## src/cbld_pkg.sv

```systemverilog
// Shared types, constants and register codes for the clipped bit-plane line drawer.
package cbld_pkg;

    localparam int COORD_BITS_DEF     = 12;
    localparam int MAX_HEIGHT_DEF     = 1024;
    localparam int MAX_BPL_DEF        = 255;

    localparam int WIN_BITS      = 11;
    localparam int PEN_BITS      = 7;
    localparam int FMT_BITS      = 2;
    localparam int BPL_BITS      = 8;
    localparam int CFG_IDX_BITS  = 3;
    localparam int CFG_DATA_BITS = 11;
    localparam int OFFSET_BITS   = 18;
    localparam int CMP_BITS      = 18;
    localparam int COL_BITS      = 10;
    localparam int PEN_XOR_BIT   = 6;

    localparam logic [7:0] MASK_2BPP = 8'hC0;
    localparam logic [7:0] MASK_1BPP = 8'h80;
    localparam logic [7:0] BITS_HI   = 8'hAA;
    localparam logic [7:0] BITS_LO   = 8'h55;

    localparam logic [FMT_BITS-1:0] FMT_MONO  = 2'd0;
    localparam logic [FMT_BITS-1:0] FMT_1BPP  = 2'd1;
    localparam logic [FMT_BITS-1:0] FMT_2BPP  = 2'd2;

    localparam logic OP_START = 1'b0;
    localparam logic OP_STEP  = 1'b1;

    localparam logic [WIN_BITS-1:0] RST_WINDOW_LEFT    = 11'd0;
    localparam logic [WIN_BITS-1:0] RST_WINDOW_RIGHT   = 11'd639;
    localparam logic [WIN_BITS-1:0] RST_WINDOW_BOTTOM  = 11'd0;
    localparam logic [WIN_BITS-1:0] RST_WINDOW_TOP     = 11'd239;
    localparam logic [PEN_BITS-1:0] RST_PEN            = 7'd7;
    localparam logic [WIN_BITS-1:0] RST_SCREEN_HEIGHT  = 11'd240;
    localparam logic [BPL_BITS-1:0] RST_BYTES_PER_LINE = 8'd80;

    typedef enum logic [CFG_IDX_BITS-1:0] {
        CFG_WINDOW_LEFT,
        CFG_WINDOW_RIGHT,
        CFG_WINDOW_BOTTOM,
        CFG_WINDOW_TOP,
        CFG_PEN,
        CFG_PIXEL_FORMAT,
        CFG_SCREEN_HEIGHT,
        CFG_BYTES_PER_LINE
    } t_cfg_idx;

    typedef struct packed {
        logic [WIN_BITS-1:0] window_left;
        logic [WIN_BITS-1:0] window_right;
        logic [WIN_BITS-1:0] window_bottom;
        logic [WIN_BITS-1:0] window_top;
        logic [PEN_BITS-1:0] pen;
        logic [FMT_BITS-1:0] pixel_format;
        logic [WIN_BITS-1:0] screen_height;
        logic [BPL_BITS-1:0] bytes_per_line;
    } t_cfg;

    typedef struct packed {
        logic active;
        logic done;
    } t_pix_ctl;

endpackage

```

## src/cbld_if.sv

```systemverilog
// Handshake interfaces for the command, result and register write channels.
interface cbld_in_if import cbld_pkg::*; #(
    parameter int COORD_BITS = COORD_BITS_DEF
);
    logic                         valid;
    logic                         ready;
    logic                         op;
    logic signed [COORD_BITS-1:0] start_x;
    logic signed [COORD_BITS-1:0] start_y;
    logic signed [COORD_BITS-1:0] end_x;
    logic signed [COORD_BITS-1:0] end_y;

    modport source(output valid, op, start_x, start_y, end_x, end_y, input ready);
    modport sink(input valid, op, start_x, start_y, end_x, end_y, output ready);
endinterface

interface cbld_out_if import cbld_pkg::*; ();
    logic                   valid;
    logic                   ready;
    logic                   write_enable;
    logic [OFFSET_BITS-1:0] byte_offset;
    logic [7:0]             bit_mask;
    logic [7:0]             plane0_bits;
    logic [7:0]             plane1_bits;
    logic [7:0]             plane2_bits;
    logic                   xor_write;
    logic                   three_planes;
    logic                   line_done;

    modport source(output valid, write_enable, byte_offset, bit_mask, plane0_bits,
                   plane1_bits, plane2_bits, xor_write, three_planes, line_done,
                   input ready);
    modport sink(input valid, write_enable, byte_offset, bit_mask, plane0_bits,
                 plane1_bits, plane2_bits, xor_write, three_planes, line_done,
                 output ready);
endinterface

interface cbld_cfg_if import cbld_pkg::*; ();
    logic                     valid;
    logic                     ready;
    logic [CFG_IDX_BITS-1:0]  index;
    logic [CFG_DATA_BITS-1:0] data;

    modport source(output valid, index, data, input ready);
    modport sink(input valid, index, data, output ready);
endinterface

```

## src/cbld_front.sv

```systemverilog
// Command front end: accepts items, tags steps, and queues them for the engine.
module cbld_front import cbld_pkg::*; #(
    parameter int COORD_BITS = COORD_BITS_DEF
) (
    input  logic                         i_clk,
    input  logic                         i_rst_n,
    cbld_in_if.sink                      i_in,
    output logic                         o_q_valid,
    input  logic                         i_q_ready,
    output logic                         o_q_step,
    output logic signed [COORD_BITS-1:0] o_q_sx,
    output logic signed [COORD_BITS-1:0] o_q_sy,
    output logic signed [COORD_BITS-1:0] o_q_ex,
    output logic signed [COORD_BITS-1:0] o_q_ey
);

    logic                         r_wr_ptr;
    logic                         r_rd_ptr;
    logic [1:0]                   r_count;
    logic                         r_step [2];
    logic signed [COORD_BITS-1:0] r_sx   [2];
    logic signed [COORD_BITS-1:0] r_sy   [2];
    logic signed [COORD_BITS-1:0] r_ex   [2];
    logic signed [COORD_BITS-1:0] r_ey   [2];
    logic                         push;
    logic                         pop;

    assign i_in.ready = (r_count != 2'd2);
    assign push       = i_in.valid && i_in.ready;
    assign pop        = o_q_valid && i_q_ready;

    always_ff @(posedge i_clk) begin
        if (!i_rst_n) begin
            r_wr_ptr <= 1'b0;
            r_rd_ptr <= 1'b0;
            r_count  <= 2'd0;
        end else begin
            if (push) begin
                r_wr_ptr <= !r_wr_ptr;
            end
            if (pop) begin
                r_rd_ptr <= !r_rd_ptr;
            end
            case ({push, pop})
                2'b10:   r_count <= r_count + 2'd1;
                2'b01:   r_count <= r_count - 2'd1;
                default: r_count <= r_count;
            endcase
        end
    end

    always_ff @(posedge i_clk) begin
        if (push) begin
            r_step[r_wr_ptr] <= (i_in.op == OP_STEP);
            r_sx[r_wr_ptr]   <= i_in.start_x;
            r_sy[r_wr_ptr]   <= i_in.start_y;
            r_ex[r_wr_ptr]   <= i_in.end_x;
            r_ey[r_wr_ptr]   <= i_in.end_y;
        end
    end

    assign o_q_valid = (r_count != 2'd0);
    assign o_q_step  = r_step[r_rd_ptr];
    assign o_q_sx    = r_sx[r_rd_ptr];
    assign o_q_sy    = r_sy[r_rd_ptr];
    assign o_q_ex    = r_ex[r_rd_ptr];
    assign o_q_ey    = r_ey[r_rd_ptr];

endmodule

```

## src/cbld_engine.sv

```systemverilog
// Bresenham engine: loads endpoints on start and walks one pixel per step.
module cbld_engine import cbld_pkg::*; #(
    parameter int COORD_BITS = COORD_BITS_DEF
) (
    input  logic                         i_clk,
    input  logic                         i_rst_n,
    input  logic                         i_q_valid,
    output logic                         o_q_ready,
    input  logic                         i_q_step,
    input  logic signed [COORD_BITS-1:0] i_q_sx,
    input  logic signed [COORD_BITS-1:0] i_q_sy,
    input  logic signed [COORD_BITS-1:0] i_q_ex,
    input  logic signed [COORD_BITS-1:0] i_q_ey,
    output logic                         o_pix_valid,
    input  logic                         i_pix_ready,
    output t_pix_ctl                     o_pix_ctl,
    output logic signed [COORD_BITS-1:0] o_pix_x,
    output logic signed [COORD_BITS-1:0] o_pix_y
);

    localparam int DW  = COORD_BITS + 1;
    localparam int EW  = COORD_BITS + 2;
    localparam int E2W = COORD_BITS + 3;

    logic signed [COORD_BITS-1:0] r_cur_x;
    logic signed [COORD_BITS-1:0] r_cur_y;
    logic signed [COORD_BITS-1:0] r_tgt_x;
    logic signed [COORD_BITS-1:0] r_tgt_y;
    logic signed [DW-1:0]         r_dx;
    logic signed [DW-1:0]         r_dy_neg;
    logic                         r_sxn;
    logic                         r_syn;
    logic signed [EW-1:0]         r_err;
    logic                         r_active;

    logic                         r_pix_valid;
    t_pix_ctl                     r_pix_ctl;
    logic signed [COORD_BITS-1:0] r_pix_x;
    logic signed [COORD_BITS-1:0] r_pix_y;

    logic                 out_free;
    logic                 take;
    logic                 do_start;
    logic                 do_step;
    logic signed [DW-1:0] sx_w;
    logic signed [DW-1:0] sy_w;
    logic signed [DW-1:0] ex_w;
    logic signed [DW-1:0] ey_w;
    logic signed [DW-1:0] n_dx;
    logic signed [DW-1:0] n_dy_neg;
    logic signed [EW-1:0] n_err_start;
    logic signed [E2W-1:0] e2;
    logic                 go_x;
    logic                 go_y;
    logic                 at_end;
    logic signed [EW-1:0] n_err_step;

    assign out_free  = !r_pix_valid || i_pix_ready;
    assign o_q_ready = !i_q_step || out_free;
    assign take      = i_q_valid && o_q_ready;
    assign do_start  = take && !i_q_step;
    assign do_step   = take && i_q_step;

    always_comb begin
        sx_w        = DW'(i_q_sx);
        sy_w        = DW'(i_q_sy);
        ex_w        = DW'(i_q_ex);
        ey_w        = DW'(i_q_ey);
        n_dx        = (ex_w >= sx_w) ? (ex_w - sx_w) : (sx_w - ex_w);
        n_dy_neg    = (ey_w >= sy_w) ? (sy_w - ey_w) : (ey_w - sy_w);
        n_err_start = EW'(n_dx) + EW'(n_dy_neg);
    end

    always_comb begin
        e2         = $signed({r_err, 1'b0});
        go_x       = (e2 >= E2W'(r_dy_neg));
        go_y       = (e2 <= E2W'(r_dx));
        at_end     = (r_cur_x == r_tgt_x) && (r_cur_y == r_tgt_y);
        n_err_step = r_err + (go_x ? EW'(r_dy_neg) : EW'(0)) + (go_y ? EW'(r_dx) : EW'(0));
    end

    always_ff @(posedge i_clk) begin
        if (!i_rst_n) begin
            r_cur_x  <= '0;
            r_cur_y  <= '0;
            r_tgt_x  <= '0;
            r_tgt_y  <= '0;
            r_dx     <= '0;
            r_dy_neg <= '0;
            r_sxn    <= 1'b0;
            r_syn    <= 1'b0;
            r_err    <= '0;
            r_active <= 1'b0;
        end else if (do_start) begin
            r_cur_x  <= i_q_sx;
            r_cur_y  <= i_q_sy;
            r_tgt_x  <= i_q_ex;
            r_tgt_y  <= i_q_ey;
            r_dx     <= n_dx;
            r_dy_neg <= n_dy_neg;
            r_sxn    <= !(i_q_sx < i_q_ex);
            r_syn    <= !(i_q_sy < i_q_ey);
            r_err    <= n_err_start;
            r_active <= 1'b1;
        end else if (do_step && r_active) begin
            if (at_end) begin
                r_active <= 1'b0;
            end else begin
                r_err <= n_err_step;
                if (go_x) begin
                    r_cur_x <= r_sxn ? (r_cur_x - 1'b1) : (r_cur_x + 1'b1);
                end
                if (go_y) begin
                    r_cur_y <= r_syn ? (r_cur_y - 1'b1) : (r_cur_y + 1'b1);
                end
            end
        end
    end

    always_ff @(posedge i_clk) begin
        if (!i_rst_n) begin
            r_pix_valid <= 1'b0;
        end else if (out_free) begin
            r_pix_valid <= do_step;
        end
    end

    always_ff @(posedge i_clk) begin
        if (do_step) begin
            r_pix_ctl.active <= r_active;
            r_pix_ctl.done   <= !r_active || at_end;
            r_pix_x          <= r_cur_x;
            r_pix_y          <= r_cur_y;
        end
    end

    assign o_pix_valid = r_pix_valid;
    assign o_pix_ctl   = r_pix_ctl;
    assign o_pix_x     = r_pix_x;
    assign o_pix_y     = r_pix_y;

endmodule

```

## src/cbld_pix.sv

```systemverilog
// Pixel back end: clips, builds mask and plane bits, then forms the byte offset.
module cbld_pix import cbld_pkg::*; #(
    parameter int COORD_BITS = COORD_BITS_DEF,
    parameter int MAX_HEIGHT = MAX_HEIGHT_DEF,
    parameter int MAX_BYTES_PER_LINE = MAX_BPL_DEF
) (
    input  logic                         i_clk,
    input  logic                         i_rst_n,
    input  t_cfg                         i_cfg,
    input  logic                         i_pix_valid,
    output logic                         o_pix_ready,
    input  t_pix_ctl                     i_pix_ctl,
    input  logic signed [COORD_BITS-1:0] i_pix_x,
    input  logic signed [COORD_BITS-1:0] i_pix_y,
    cbld_out_if.source                   o_out
);

    logic signed [CMP_BITS-1:0] xs;
    logic signed [CMP_BITS-1:0] ys;
    logic [WIN_BITS-1:0]        h;
    logic [BPL_BITS-1:0]        bpl;
    logic [WIN_BITS-1:0]        ux;
    logic [WIN_BITS-1:0]        uy;
    logic                       two_bpp;
    logic                       in_win;
    logic [COL_BITS-1:0]        col;
    logic                       we;
    logic [7:0]                 mask;
    logic [7:0]                 planes [3];

    logic                 a_free;
    logic                 b_free;

    logic                 r_a_valid;
    logic                 r_a_we;
    logic                 r_a_done;
    logic [COL_BITS-1:0]  r_a_col;
    logic [WIN_BITS-1:0]  r_a_row;
    logic [7:0]           r_a_mask;
    logic [7:0]           r_a_p0;
    logic [7:0]           r_a_p1;
    logic [7:0]           r_a_p2;
    logic                 r_a_xor;
    logic                 r_a_three;

    logic [OFFSET_BITS:0] n_offset;

    logic                   r_out_valid;
    logic                   r_out_we;
    logic [OFFSET_BITS-1:0] r_out_offset;
    logic [7:0]             r_out_mask;
    logic [7:0]             r_out_p0;
    logic [7:0]             r_out_p1;
    logic [7:0]             r_out_p2;
    logic                   r_out_xor;
    logic                   r_out_three;
    logic                   r_out_done;

    always_comb begin
        xs  = CMP_BITS'(i_pix_x);
        ys  = CMP_BITS'(i_pix_y);
        h   = (32'(i_cfg.screen_height) > MAX_HEIGHT) ? WIN_BITS'(MAX_HEIGHT)
                                                      : i_cfg.screen_height;
        bpl = (32'(i_cfg.bytes_per_line) > MAX_BYTES_PER_LINE)
                  ? BPL_BITS'(MAX_BYTES_PER_LINE) : i_cfg.bytes_per_line;
        ux  = xs[WIN_BITS-1:0];
        uy  = ys[WIN_BITS-1:0];
        two_bpp = (i_cfg.pixel_format == FMT_2BPP);
        in_win  = (xs >= $signed(CMP_BITS'(i_cfg.window_left)))
               && (xs <= $signed(CMP_BITS'(i_cfg.window_right)))
               && (ys >= $signed(CMP_BITS'(i_cfg.window_bottom)))
               && (ys <= $signed(CMP_BITS'(i_cfg.window_top)));
        col  = two_bpp ? COL_BITS'(ux >> 2) : COL_BITS'(ux >> 3);
        we   = i_pix_ctl.active && in_win && (uy < h)
            && (col < COL_BITS'(bpl));
        mask = two_bpp ? (MASK_2BPP >> {ux[1:0], 1'b0}) : (MASK_1BPP >> ux[2:0]);
        for (int k = 0; k < 3; k++) begin
            if (two_bpp) begin
                planes[k] = (i_cfg.pen[k] ? (mask & BITS_HI) : 8'h00)
                          | (i_cfg.pen[k+3] ? (mask & BITS_LO) : 8'h00);
            end else begin
                planes[k] = i_cfg.pen[k] ? mask : 8'h00;
            end
        end
        if (i_cfg.pixel_format == FMT_MONO) begin
            planes[1] = 8'h00;
            planes[2] = 8'h00;
        end
    end

    assign b_free      = !r_out_valid || o_out.ready;
    assign a_free      = !r_a_valid || b_free;
    assign o_pix_ready = a_free;

    always_ff @(posedge i_clk) begin
        if (!i_rst_n) begin
            r_a_valid   <= 1'b0;
            r_out_valid <= 1'b0;
        end else begin
            if (a_free) begin
                r_a_valid <= i_pix_valid;
            end
            if (b_free) begin
                r_out_valid <= r_a_valid;
            end
        end
    end

    always_ff @(posedge i_clk) begin
        if (a_free && i_pix_valid) begin
            r_a_we    <= we;
            r_a_done  <= i_pix_ctl.done;
            r_a_col   <= we ? col : '0;
            r_a_row   <= we ? (h - WIN_BITS'(1) - uy) : '0;
            r_a_mask  <= we ? mask : 8'h00;
            r_a_p0    <= we ? planes[0] : 8'h00;
            r_a_p1    <= we ? planes[1] : 8'h00;
            r_a_p2    <= we ? planes[2] : 8'h00;
            r_a_xor   <= we && i_cfg.pen[PEN_XOR_BIT];
            r_a_three <= we && (i_cfg.pixel_format != FMT_MONO);
        end
    end

    assign n_offset = (OFFSET_BITS + 1)'(r_a_row) * (OFFSET_BITS + 1)'(bpl)
                    + (OFFSET_BITS + 1)'(r_a_col);

    always_ff @(posedge i_clk) begin
        if (b_free && r_a_valid) begin
            r_out_we     <= r_a_we;
            r_out_offset <= n_offset[OFFSET_BITS-1:0];
            r_out_mask   <= r_a_mask;
            r_out_p0     <= r_a_p0;
            r_out_p1     <= r_a_p1;
            r_out_p2     <= r_a_p2;
            r_out_xor    <= r_a_xor;
            r_out_three  <= r_a_three;
            r_out_done   <= r_a_done;
        end
    end

    assign o_out.valid        = r_out_valid;
    assign o_out.write_enable = r_out_we;
    assign o_out.byte_offset  = r_out_offset;
    assign o_out.bit_mask     = r_out_mask;
    assign o_out.plane0_bits  = r_out_p0;
    assign o_out.plane1_bits  = r_out_p1;
    assign o_out.plane2_bits  = r_out_p2;
    assign o_out.xor_write    = r_out_xor;
    assign o_out.three_planes = r_out_three;
    assign o_out.line_done    = r_out_done;

endmodule

```

## src/clipped_bitplane_line_drawer_top.sv

```systemverilog
// Top level of the clipped bit-plane line drawer: register file and pipeline wiring.
//
// A start command loads two endpoints and gives no result; each step command gives one result
// for the current pixel and, until the end pixel, advances one Bresenham step, so a line of N
// pixels takes one start and N steps, and the step result carrying line_done marks its end.
// Results pass the command queue, the engine's pixel register and the clip and offset stages;
// the rate is one command per clock while the output is not stalled. A two-entry command
// queue separates intake from the engine, and two registered stages (clip and mask, then the
// row-times-pitch multiply) follow the engine. Register writes are always accepted and must
// only be issued while no line work is in flight.
module clipped_bitplane_line_drawer_top import cbld_pkg::*; #(
    parameter int COORD_BITS = COORD_BITS_DEF,
    parameter int MAX_HEIGHT = MAX_HEIGHT_DEF,
    parameter int MAX_BYTES_PER_LINE = MAX_BPL_DEF
) (
    input  logic        i_clk,
    input  logic        i_rst_n,
    cbld_in_if.sink     i_in,
    cbld_out_if.source  o_out,
    cbld_cfg_if.sink    i_cfg
);

    t_cfg r_cfg;

    logic                         q_valid;
    logic                         q_ready;
    logic                         q_step;
    logic signed [COORD_BITS-1:0] q_sx;
    logic signed [COORD_BITS-1:0] q_sy;
    logic signed [COORD_BITS-1:0] q_ex;
    logic signed [COORD_BITS-1:0] q_ey;

    logic                         pix_valid;
    logic                         pix_ready;
    t_pix_ctl                     pix_ctl;
    logic signed [COORD_BITS-1:0] pix_x;
    logic signed [COORD_BITS-1:0] pix_y;

    assign i_cfg.ready = 1'b1;

    always_ff @(posedge i_clk) begin
        if (!i_rst_n) begin
            r_cfg.window_left    <= RST_WINDOW_LEFT;
            r_cfg.window_right   <= RST_WINDOW_RIGHT;
            r_cfg.window_bottom  <= RST_WINDOW_BOTTOM;
            r_cfg.window_top     <= RST_WINDOW_TOP;
            r_cfg.pen            <= RST_PEN;
            r_cfg.pixel_format   <= FMT_1BPP;
            r_cfg.screen_height  <= RST_SCREEN_HEIGHT;
            r_cfg.bytes_per_line <= RST_BYTES_PER_LINE;
        end else if (i_cfg.valid && i_cfg.ready) begin
            case (i_cfg.index)
                CFG_WINDOW_LEFT:    r_cfg.window_left    <= i_cfg.data;
                CFG_WINDOW_RIGHT:   r_cfg.window_right   <= i_cfg.data;
                CFG_WINDOW_BOTTOM:  r_cfg.window_bottom  <= i_cfg.data;
                CFG_WINDOW_TOP:     r_cfg.window_top     <= i_cfg.data;
                CFG_PEN:            r_cfg.pen            <= i_cfg.data[PEN_BITS-1:0];
                CFG_PIXEL_FORMAT:   r_cfg.pixel_format   <= i_cfg.data[FMT_BITS-1:0];
                CFG_SCREEN_HEIGHT:  r_cfg.screen_height  <= i_cfg.data;
                CFG_BYTES_PER_LINE: r_cfg.bytes_per_line <= i_cfg.data[BPL_BITS-1:0];
                default:            r_cfg <= r_cfg;
            endcase
        end
    end

    cbld_front #(
        .COORD_BITS(COORD_BITS)
    ) u_front (
        .i_clk     (i_clk),
        .i_rst_n   (i_rst_n),
        .i_in      (i_in),
        .o_q_valid (q_valid),
        .i_q_ready (q_ready),
        .o_q_step  (q_step),
        .o_q_sx    (q_sx),
        .o_q_sy    (q_sy),
        .o_q_ex    (q_ex),
        .o_q_ey    (q_ey)
    );

    cbld_engine #(
        .COORD_BITS(COORD_BITS)
    ) u_engine (
        .i_clk       (i_clk),
        .i_rst_n     (i_rst_n),
        .i_q_valid   (q_valid),
        .o_q_ready   (q_ready),
        .i_q_step    (q_step),
        .i_q_sx      (q_sx),
        .i_q_sy      (q_sy),
        .i_q_ex      (q_ex),
        .i_q_ey      (q_ey),
        .o_pix_valid (pix_valid),
        .i_pix_ready (pix_ready),
        .o_pix_ctl   (pix_ctl),
        .o_pix_x     (pix_x),
        .o_pix_y     (pix_y)
    );

    cbld_pix #(
        .COORD_BITS         (COORD_BITS),
        .MAX_HEIGHT         (MAX_HEIGHT),
        .MAX_BYTES_PER_LINE (MAX_BYTES_PER_LINE)
    ) u_pix (
        .i_clk       (i_clk),
        .i_rst_n     (i_rst_n),
        .i_cfg       (r_cfg),
        .i_pix_valid (pix_valid),
        .o_pix_ready (pix_ready),
        .i_pix_ctl   (pix_ctl),
        .i_pix_x     (pix_x),
        .i_pix_y     (pix_y),
        .o_out       (o_out)
    );

endmodule

```

## src/flat_wrapper.sv

```systemverilog
// flat-port wrapper written by rule: the top's interface ports become plain ports
module clipped_bitplane_line_drawer_top_flat import cbld_pkg::*;
#(
    parameter int COORD_BITS = COORD_BITS_DEF,
    parameter int MAX_HEIGHT = MAX_HEIGHT_DEF,
    parameter int MAX_BYTES_PER_LINE = MAX_BPL_DEF
)
  (i_clk, i_rst_n, i_in_valid, i_in_op, i_in_start_x, i_in_start_y, i_in_end_x, i_in_end_y, i_in_ready, o_out_valid, o_out_write_enable, o_out_byte_offset, o_out_bit_mask, o_out_plane0_bits, o_out_plane1_bits, o_out_plane2_bits, o_out_xor_write, o_out_three_planes, o_out_line_done, o_out_ready, i_cfg_valid, i_cfg_index, i_cfg_data, i_cfg_ready);
  cbld_in_if #(.COORD_BITS(COORD_BITS)) i_in_i ();
  cbld_out_if o_out_i ();
  cbld_cfg_if i_cfg_i ();
  input  logic i_clk;
  input  logic i_rst_n;
  input wire logic [$bits(i_in_i.valid)-1:0] i_in_valid;
  input wire logic [$bits(i_in_i.op)-1:0] i_in_op;
  input wire logic [$bits(i_in_i.start_x)-1:0] i_in_start_x;
  input wire logic [$bits(i_in_i.start_y)-1:0] i_in_start_y;
  input wire logic [$bits(i_in_i.end_x)-1:0] i_in_end_x;
  input wire logic [$bits(i_in_i.end_y)-1:0] i_in_end_y;
  output wire logic [$bits(i_in_i.ready)-1:0] i_in_ready;
  output wire logic [$bits(o_out_i.valid)-1:0] o_out_valid;
  output wire logic [$bits(o_out_i.write_enable)-1:0] o_out_write_enable;
  output wire logic [$bits(o_out_i.byte_offset)-1:0] o_out_byte_offset;
  output wire logic [$bits(o_out_i.bit_mask)-1:0] o_out_bit_mask;
  output wire logic [$bits(o_out_i.plane0_bits)-1:0] o_out_plane0_bits;
  output wire logic [$bits(o_out_i.plane1_bits)-1:0] o_out_plane1_bits;
  output wire logic [$bits(o_out_i.plane2_bits)-1:0] o_out_plane2_bits;
  output wire logic [$bits(o_out_i.xor_write)-1:0] o_out_xor_write;
  output wire logic [$bits(o_out_i.three_planes)-1:0] o_out_three_planes;
  output wire logic [$bits(o_out_i.line_done)-1:0] o_out_line_done;
  input wire logic [$bits(o_out_i.ready)-1:0] o_out_ready;
  input wire logic [$bits(i_cfg_i.valid)-1:0] i_cfg_valid;
  input wire logic [$bits(i_cfg_i.index)-1:0] i_cfg_index;
  input wire logic [$bits(i_cfg_i.data)-1:0] i_cfg_data;
  output wire logic [$bits(i_cfg_i.ready)-1:0] i_cfg_ready;
  assign i_in_i.valid = i_in_valid;
  assign i_in_i.op = i_in_op;
  assign i_in_i.start_x = i_in_start_x;
  assign i_in_i.start_y = i_in_start_y;
  assign i_in_i.end_x = i_in_end_x;
  assign i_in_i.end_y = i_in_end_y;
  assign i_in_ready = i_in_i.ready;
  assign o_out_valid = o_out_i.valid;
  assign o_out_write_enable = o_out_i.write_enable;
  assign o_out_byte_offset = o_out_i.byte_offset;
  assign o_out_bit_mask = o_out_i.bit_mask;
  assign o_out_plane0_bits = o_out_i.plane0_bits;
  assign o_out_plane1_bits = o_out_i.plane1_bits;
  assign o_out_plane2_bits = o_out_i.plane2_bits;
  assign o_out_xor_write = o_out_i.xor_write;
  assign o_out_three_planes = o_out_i.three_planes;
  assign o_out_line_done = o_out_i.line_done;
  assign o_out_i.ready = o_out_ready;
  assign i_cfg_i.valid = i_cfg_valid;
  assign i_cfg_i.index = i_cfg_index;
  assign i_cfg_i.data = i_cfg_data;
  assign i_cfg_ready = i_cfg_i.ready;
  clipped_bitplane_line_drawer_top #(.COORD_BITS(COORD_BITS), .MAX_HEIGHT(MAX_HEIGHT), .MAX_BYTES_PER_LINE(MAX_BYTES_PER_LINE)) u_core (.i_clk(i_clk), .i_rst_n(i_rst_n), .i_in(i_in_i), .o_out(o_out_i), .i_cfg(i_cfg_i));
endmodule
```

## config.mk

```make
export PLATFORM = sky130hd
export DESIGN_NAME = clipped_bitplane_line_drawer_top_flat
export DESIGN_NICKNAME = d
export VERILOG_FILES = /design/src/cbld_pkg.sv /design/src/cbld_if.sv /design/src/cbld_front.sv /design/src/cbld_engine.sv /design/src/cbld_pix.sv /design/src/clipped_bitplane_line_drawer_top.sv /design/src/flat_wrapper.sv
export SDC_FILE = /design/constraint.sdc
export NUM_CORES = 1
export LEC_CHECK = 0
export BUFFER_PORTS_ARGS = -buffer_cell sky130_fd_sc_hd__buf_2
export CORE_ASPECT_RATIO = 1.4
export CORE_MARGIN = 10
export CORE_UTILIZATION = 45
export CTS_BUF_LIST = sky130_fd_sc_hd__clkbuf_16
export DETAILED_ROUTE_END_ITERATION = 6
export PLACE_DENSITY = 0.61
export REMOVE_ABC_BUFFERS = 1
export SLEW_MARGIN = 20
export SYNTH_ARGS = -nofsm -noshare
export SYNTH_HDL_FRONTEND = slang
export SYNTH_SLANG_ARGS = --single-unit
```

## constraint.sdc

```tcl
create_clock -name i_clk -period 5.72 [get_ports i_clk]
set_input_delay 0.572 -clock i_clk [delete_from_list [all_inputs] [get_ports i_clk]]
set_output_delay 0.572 -clock i_clk [all_outputs]
set_load 0.02 [all_outputs]
```

# Word-level counts from Yosys, hierarchy flattened
# Memories as Yosys holds them, arrays and structs flattened. A register that Yosys moved wholly into a read port is not among the register bits.
# Index checks and enable logic that the tools add are counted.
[totals] latch_bits=0 reg_bits=307 ramBits=98 n_memories=5 out_inout_bits=57 inputBits=68 wordCells=202 rom_bits=0
[memory_table] name="u_core.u_front.r_ex" words=2 word_bits=12 rd=1 rd_ports_with_merged_regs=1 write_ports=1 line="cbld_front.sv:23" text="logic signed [COORD_BITS-1:0] r_ex [2];"
[memory_table] name="u_core.u_front.r_ey" words=2 word_bits=12 rd=1 rd_ports_with_merged_regs=1 write_ports=1 line="cbld_front.sv:24" text="logic signed [COORD_BITS-1:0] r_ey [2];"
[memory_table] name="u_core.u_front.r_sx" words=2 word_bits=12 rd=1 rd_ports_with_merged_regs=1 write_ports=1 line="cbld_front.sv:21" text="logic signed [COORD_BITS-1:0] r_sx [2];"
[memory_table] name="u_core.u_front.r_sy" words=2 word_bits=12 rd=1 rd_ports_with_merged_regs=1 write_ports=1 line="cbld_front.sv:22" text="logic signed [COORD_BITS-1:0] r_sy [2];"
[memory_table] name="u_core.u_front.r_step" words=2 word_bits=1 rd=1 rd_ports_with_merged_regs=1 write_ports=1 line="cbld_front.sv:20" text="logic r_step [2];"
[op_classes] magnitude_cmp=13 eq_ne=14 reduce_logical=52 mul=1 addsub=16 bitwise_logic=4 div_mod_pow=0 shifts=2 muxes=48
[op_table] operator="$mux W12" n=10
[op_table] operator="$mux W8" n=10
[op_table] operator="$mux W14" n=5
[op_table] operator="$sub A12 B12 Y13" n=4
[op_table] operator="$ge A12 B12 Y1" n=4
[op_table] operator="$add A14 B14 Y14" n=2
[op_table] operator="$mux W13" n=2
[op_table] operator="$add A12 B1 Y12 const B" n=2
[op_table] operator="$eq A12 B12 Y1" n=2
[op_table] operator="$le A12 B12 Y1" n=2
[op_table] operator="$lt A12 B12 Y1" n=2
[op_table] operator="$or A8 B7 Y8" n=3
[op_table] operator="$sub A12 B1 Y12 const B" n=2
[op_table] operator="$mux W7" n=3
[op_table] operator="$reduce_and A2 Y1" n=10
[op_table] operator="$add A18 B10 Y18" n=1
[op_table] operator="$mul A11 B8 Y18" n=1
[op_table] operator="$logic_and A1 B1 Y1" n=16
[op_table] operator="$shr A8 B3 Y8 const A" n=2
[op_table] operator="$ge A15 B13 Y1" n=1
[op_table] operator="$le A15 B13 Y1" n=1
[op_table] operator="$mux W1" n=15
[op_table] operator="$add A13 B13 Y14" n=1
[op_table] operator="$reduce_bool A2 Y1" n=7
[op_table] operator="23 further kinds" n=42

# Logic depth before layout (Yosys ltp)
[logic_depth] depth_word=10 ltp_mapped=25 mapped_depth_nobuf=21

# By module
# From an unflattened synthesis, not the netlist that was laid out.
[unflattened] cells_unflattened=2530 hier_area_um2=25627.1
[modules_own_cells] mod="cbld_engine" instances=1 area_each_um2=10023.4 seq_area_each_um2=2622.5 cells_each=1204
[modules_own_cells] mod="cbld_pix" instances=1 area_each_um2=9036.2 seq_area_each_um2=3343.2 cells_each=880
[modules_own_cells] mod="cbld_front" instances=1 area_each_um2=3757.4 seq_area_each_um2=3042.9 cells_each=176
[modules_own_cells] mod="clipped_bitplane_line_drawer_top" instances=1 area_each_um2=2810.2 seq_area_each_um2=1441.4 cells_each=270

# Least setup slack after synthesis
# Ideal clock, no wire load.
[synth_timing] path_type="register to register" from="register (tool-made name)" to="register u_core.u_engine.r_err[10]" synth_period_minus_slack_ps=5402 setup_time_ps=138 stages_incl_launch_ff=25 path_slack_ps=318 path_buffers=5 t_arrival_ps=5264 required_ps=5582 cell_sequence="dfxtp_1 > clkbuf_1 > clkbuf_1 > buf_1 > mux2i_1 > inv_1 > ha_1 > clkbuf_1 > a21oi_1 > nand3b_1 > o221ai_1 > a31oi_1 > buf_2 > mux2i_1 > xor2_1 > ha_1 > a21o_1 > a21oi_1 > o21ai_0 > and2_1 > a21oi_1 > nor2b_1 > xnor2_1 > nand3_1 > o221ai_1"
[synth_rtl] element="end signal, assigned" line="cbld_engine.sv:103" text="r_err <= n_err_start;"
[synth_rtl] element="end signal, assigned" line="cbld_engine.sv:109" text="r_err <= n_err_step;"
[synth_rtl] element="end, declared" line="cbld_engine.sv:33" text="logic signed [EW-1:0] r_err;"

==> impl_metrics.json <==
{
  "clk_path_buf_depth": 3,
  "fin_worst_skew_ns": 0.0377,
  "cp.arrival_ns": 5.73,
  "first_pass_iters": 5,
  "avgViaCountPerCell": 5.43,
  "reg2reg_depth": 18,
  "fin_crit_ns": 5.22,
  "cp.required_ns": 6.23,
  "avgSynthCellArea_um2": 9.75,
  "hold_class": "input port to flop",
  "p_per_area_nw_per_um2": 577,
  "synth_area_um2": 25400,
  "grt_max_degree": 118,
  "drtIter0Drc": 906,
  "coreArea_um2": 56200,
  "cts_tree": "yes",
  "slew_violations": 0,
  "cp.depth": 18,
  "ys_seq_area_share_pct": 41.1,
  "die_w_um": 221,
  "fmax_mhz": 191,
  "htree_num_levels": 2,
  "dieArea_um2": 66500,
  "finalHoldViolCount": 0,
  "drive_above_1_share_pct": 9.95,
  "total_power_mw": 16.5,
  "hpwl_um": 52100,
  "n_antenna_cell": 0,
  "post-cts-setup-buffers": 0,
  "slew_headroom_pct": 35.0,
  "peakVddDrop_v": 0.000449,
  "cts_hold_buf": 0,
  "leakagePower_nw": 12.5,
  "crit_path_end_kind": "flop",
  "synth_cell_type_count": 77,
  "critPathTopFamily": "compound AO/OA/AOI/OAI gates",
  "drt_wl_total_um": 67000,
  "grt_usage_pct": 19.6,
  "cts_buffers": 42,
  "synthesis.instances": 2607,
  "clkSlewWorstSetupHoldPaths_ns": 0.06,
  "crit_buf_inv": 3,
  "drcViolationCount": 0,
  "min_period_over_period_pct": 91.3,
  "die_h_um": 301,
  "r2r_slack_ns": 0.50,
  "setup_viol": 0,
  "clockRootBuffer": "clkbuf_16",
  "cp_max_fo": 27,
  "critPathKind": "flop to flop",
  "synthToLayoutAreaGrowth_pct": 12.3,
  "synth_flop_cell": "edfxtp_1",
  "worst_pin_slew_ns": 0.968,
  "rows": 103,
  "crit_chain": "buf_12 > mux2i_1 > ha_1 > buf_4 > a221o_1 > a311o_1 > a32o_1 > a221o_1 > xnor2_1 > ha_1 > nand4_1 > nand4_1 > a31oi_1 > buf_4 > nand4b_1 > a21oi_1 > nor3_1 > o21ai_0",
  "portBuffers": 123,
  "grt_pass1_vias": 19300,
  "holdPathStages": 1,
  "gp_congestion": 0.925,
  "pin_count": 125,
  "timing.max_cap.violations": 0,
  "grt_antenna_before_repair": 1,
  "antenna_left": 0,
  "grt_overflow_total": 0,
  "outcome": "finished clean",
  "async_flop_share_pct": 0,
  "rsz0062_at_grt": "false",
  "grt_pass1_wl_um": 105000,
  "final_cell_mix": "nand2_1 (331), inv_1 (310), ha_1 (234), edfxtp_1 (234), dfxtp_1 (170)",
  "cts_sinks": 405,
  "max_stage_delay_ns": 0.51,
  "clkLatencyLatePin_ns": 0.60,
  "crit_path_start_kind": "flop",
  "start_util_pct": 45.2,
  "synth-edff-count": 234,
  "ys_seq_elements": 405,
  "final_common_cell": "nand2_1",
  "slowest_stage": "mux2i_1",
  "yosysWarnings": 0,
  "dpl-instance-area_um2": 27100,
  "design_area_um2": 28500,
  "route.detailed.wl_per_inst_um": 19.1,
  "vias": 19000,
  "final_nets": 3115
}
## routing by layer
| layer | share of wire, % | vias up | GRT usage, % |
|---|---|---|---|
| met5 | 0 | - | 0 |
| met4 | 5.1 | 0 | 10.2 |
| met3 | 3.7 | 130 | 2.49 |
| met2 | 53 | 413 | 37.2 |
| met1 | 38 | 9146 | 20.7 |
| li1 | - | 9291 | - |
## flip-flops by register name (all words and copies together), names as in the netlist, 13 cells and up, named ones only
register	flops
u_core.u_pix.o_out.byte_offset	18
u_core.u_engine.r_err	14
u_core.u_front.r_sx	24
u_core.u_front.r_ex	24
u_core.u_front.r_ey	24
u_core.r_cfg	72
u_core.u_engine.r_dx	13
u_core.u_engine.r_dy_neg	13
u_core.u_front.r_sy	24
## where the power goes
part	switching (mW)	internal [mW]
Combinational	5.58	3.81
Clock	1.22	1.66
Sequential	0.478	3.71
## kinds of logic after synthesis
kind of cell	after synthesis	share of synthesized area (%)
xor+xnor	105	3.62
fa+ha+maj	318	18.1
compound gates	492	13.0
other cells	2	0.0295
mux	81	3.24
simple gates	797	14.8
flops	405	41.1
buf+inv	407	6.06
## metrics by stage
step	setup TNS [ns]	worst slack, ns	util [%]	instances	hold WS [ns]
2_1_floorplan	-48.33	-1.62	-	2506	0.400
3_3_place_gp	0	0.387	48.2	3420	0.403
3_5_place_dp	0	0.339	48.2	3420	0.405
4_1_cts	0	0.351	50.8	3498	0.132
5_1_grt	0	0.106	50.8	3498	0.147
6_report	0	0.497	50.8	3498	0.163
## final cells by class
| cell class | count | area [um2] |
|---|---|---|
| Multi-Input combinational cell | 1795 | 13500 |
| Tap cell | 735 | 920 |
| Clock inverter | 35 | 388 |
| Sequential cell | 405 | 10500 |
| Timing Repair Buffer | 179 | 1080 |
| Clock buffer | 43 | 1080 |
| Inverter | 306 | 1150 |
| Fill cell | 5215 | 27600 |
## cell usage after synthesis (all sizes together) (7+ instances only)
master	instances	area share (%)
a211oi	24	0.71
a21boi	10	0.30
a21o	32	0.95
a21oi	145	2.9
a31oi	22	0.57
and2	59	1.5
and3	12	0.30
buf	22	0.38
clkbuf	79	1.2
dfxtp	171	13
edfxtp	234	28
fa	84	6.6
ha	234	12
inv	305	4.5
mux2	10	0.44
mux2i	71	2.8
nand2	331	4.9
nand2b	15	0.37
nand3	60	1.2
nand3b	9	0.27
nand4	23	0.57
nor2	139	2.1
nor2b	44	1.1
nor3	51	1.0
nor3b	10	0.30
nor4	12	0.30
o211a	43	1.7
o211ai	31	0.92
o21a	20	0.59
o21ai	85	1.7
o21bai	11	0.37
o311ai	7	0.24
or3	7	0.17
xnor2	57	2.0
xor2	48	1.7
## timing repair
item / 4_1_cts / 5_1_grt
endpoints found under the setup margin: 0 / 1
endpoints found under the hold margin: 0 / 0
resized for setup: 0 / 1
## path summary, 6_finish.rpt
path,from,end
setup reg to reg,flop,u_core.u_engine.r_err[13]
setup / recovery,flop,u_core.u_engine.r_err[13]
hold reg to reg,u_core.u_pix.r_a_p1[4],u_core.u_pix.o_out.plane1_bits[4]
hold / removal,i_in_end_x[0],u_core.u_front.r_ex[0][0]
No activity file was read; power rests on OpenSTA's default activity.
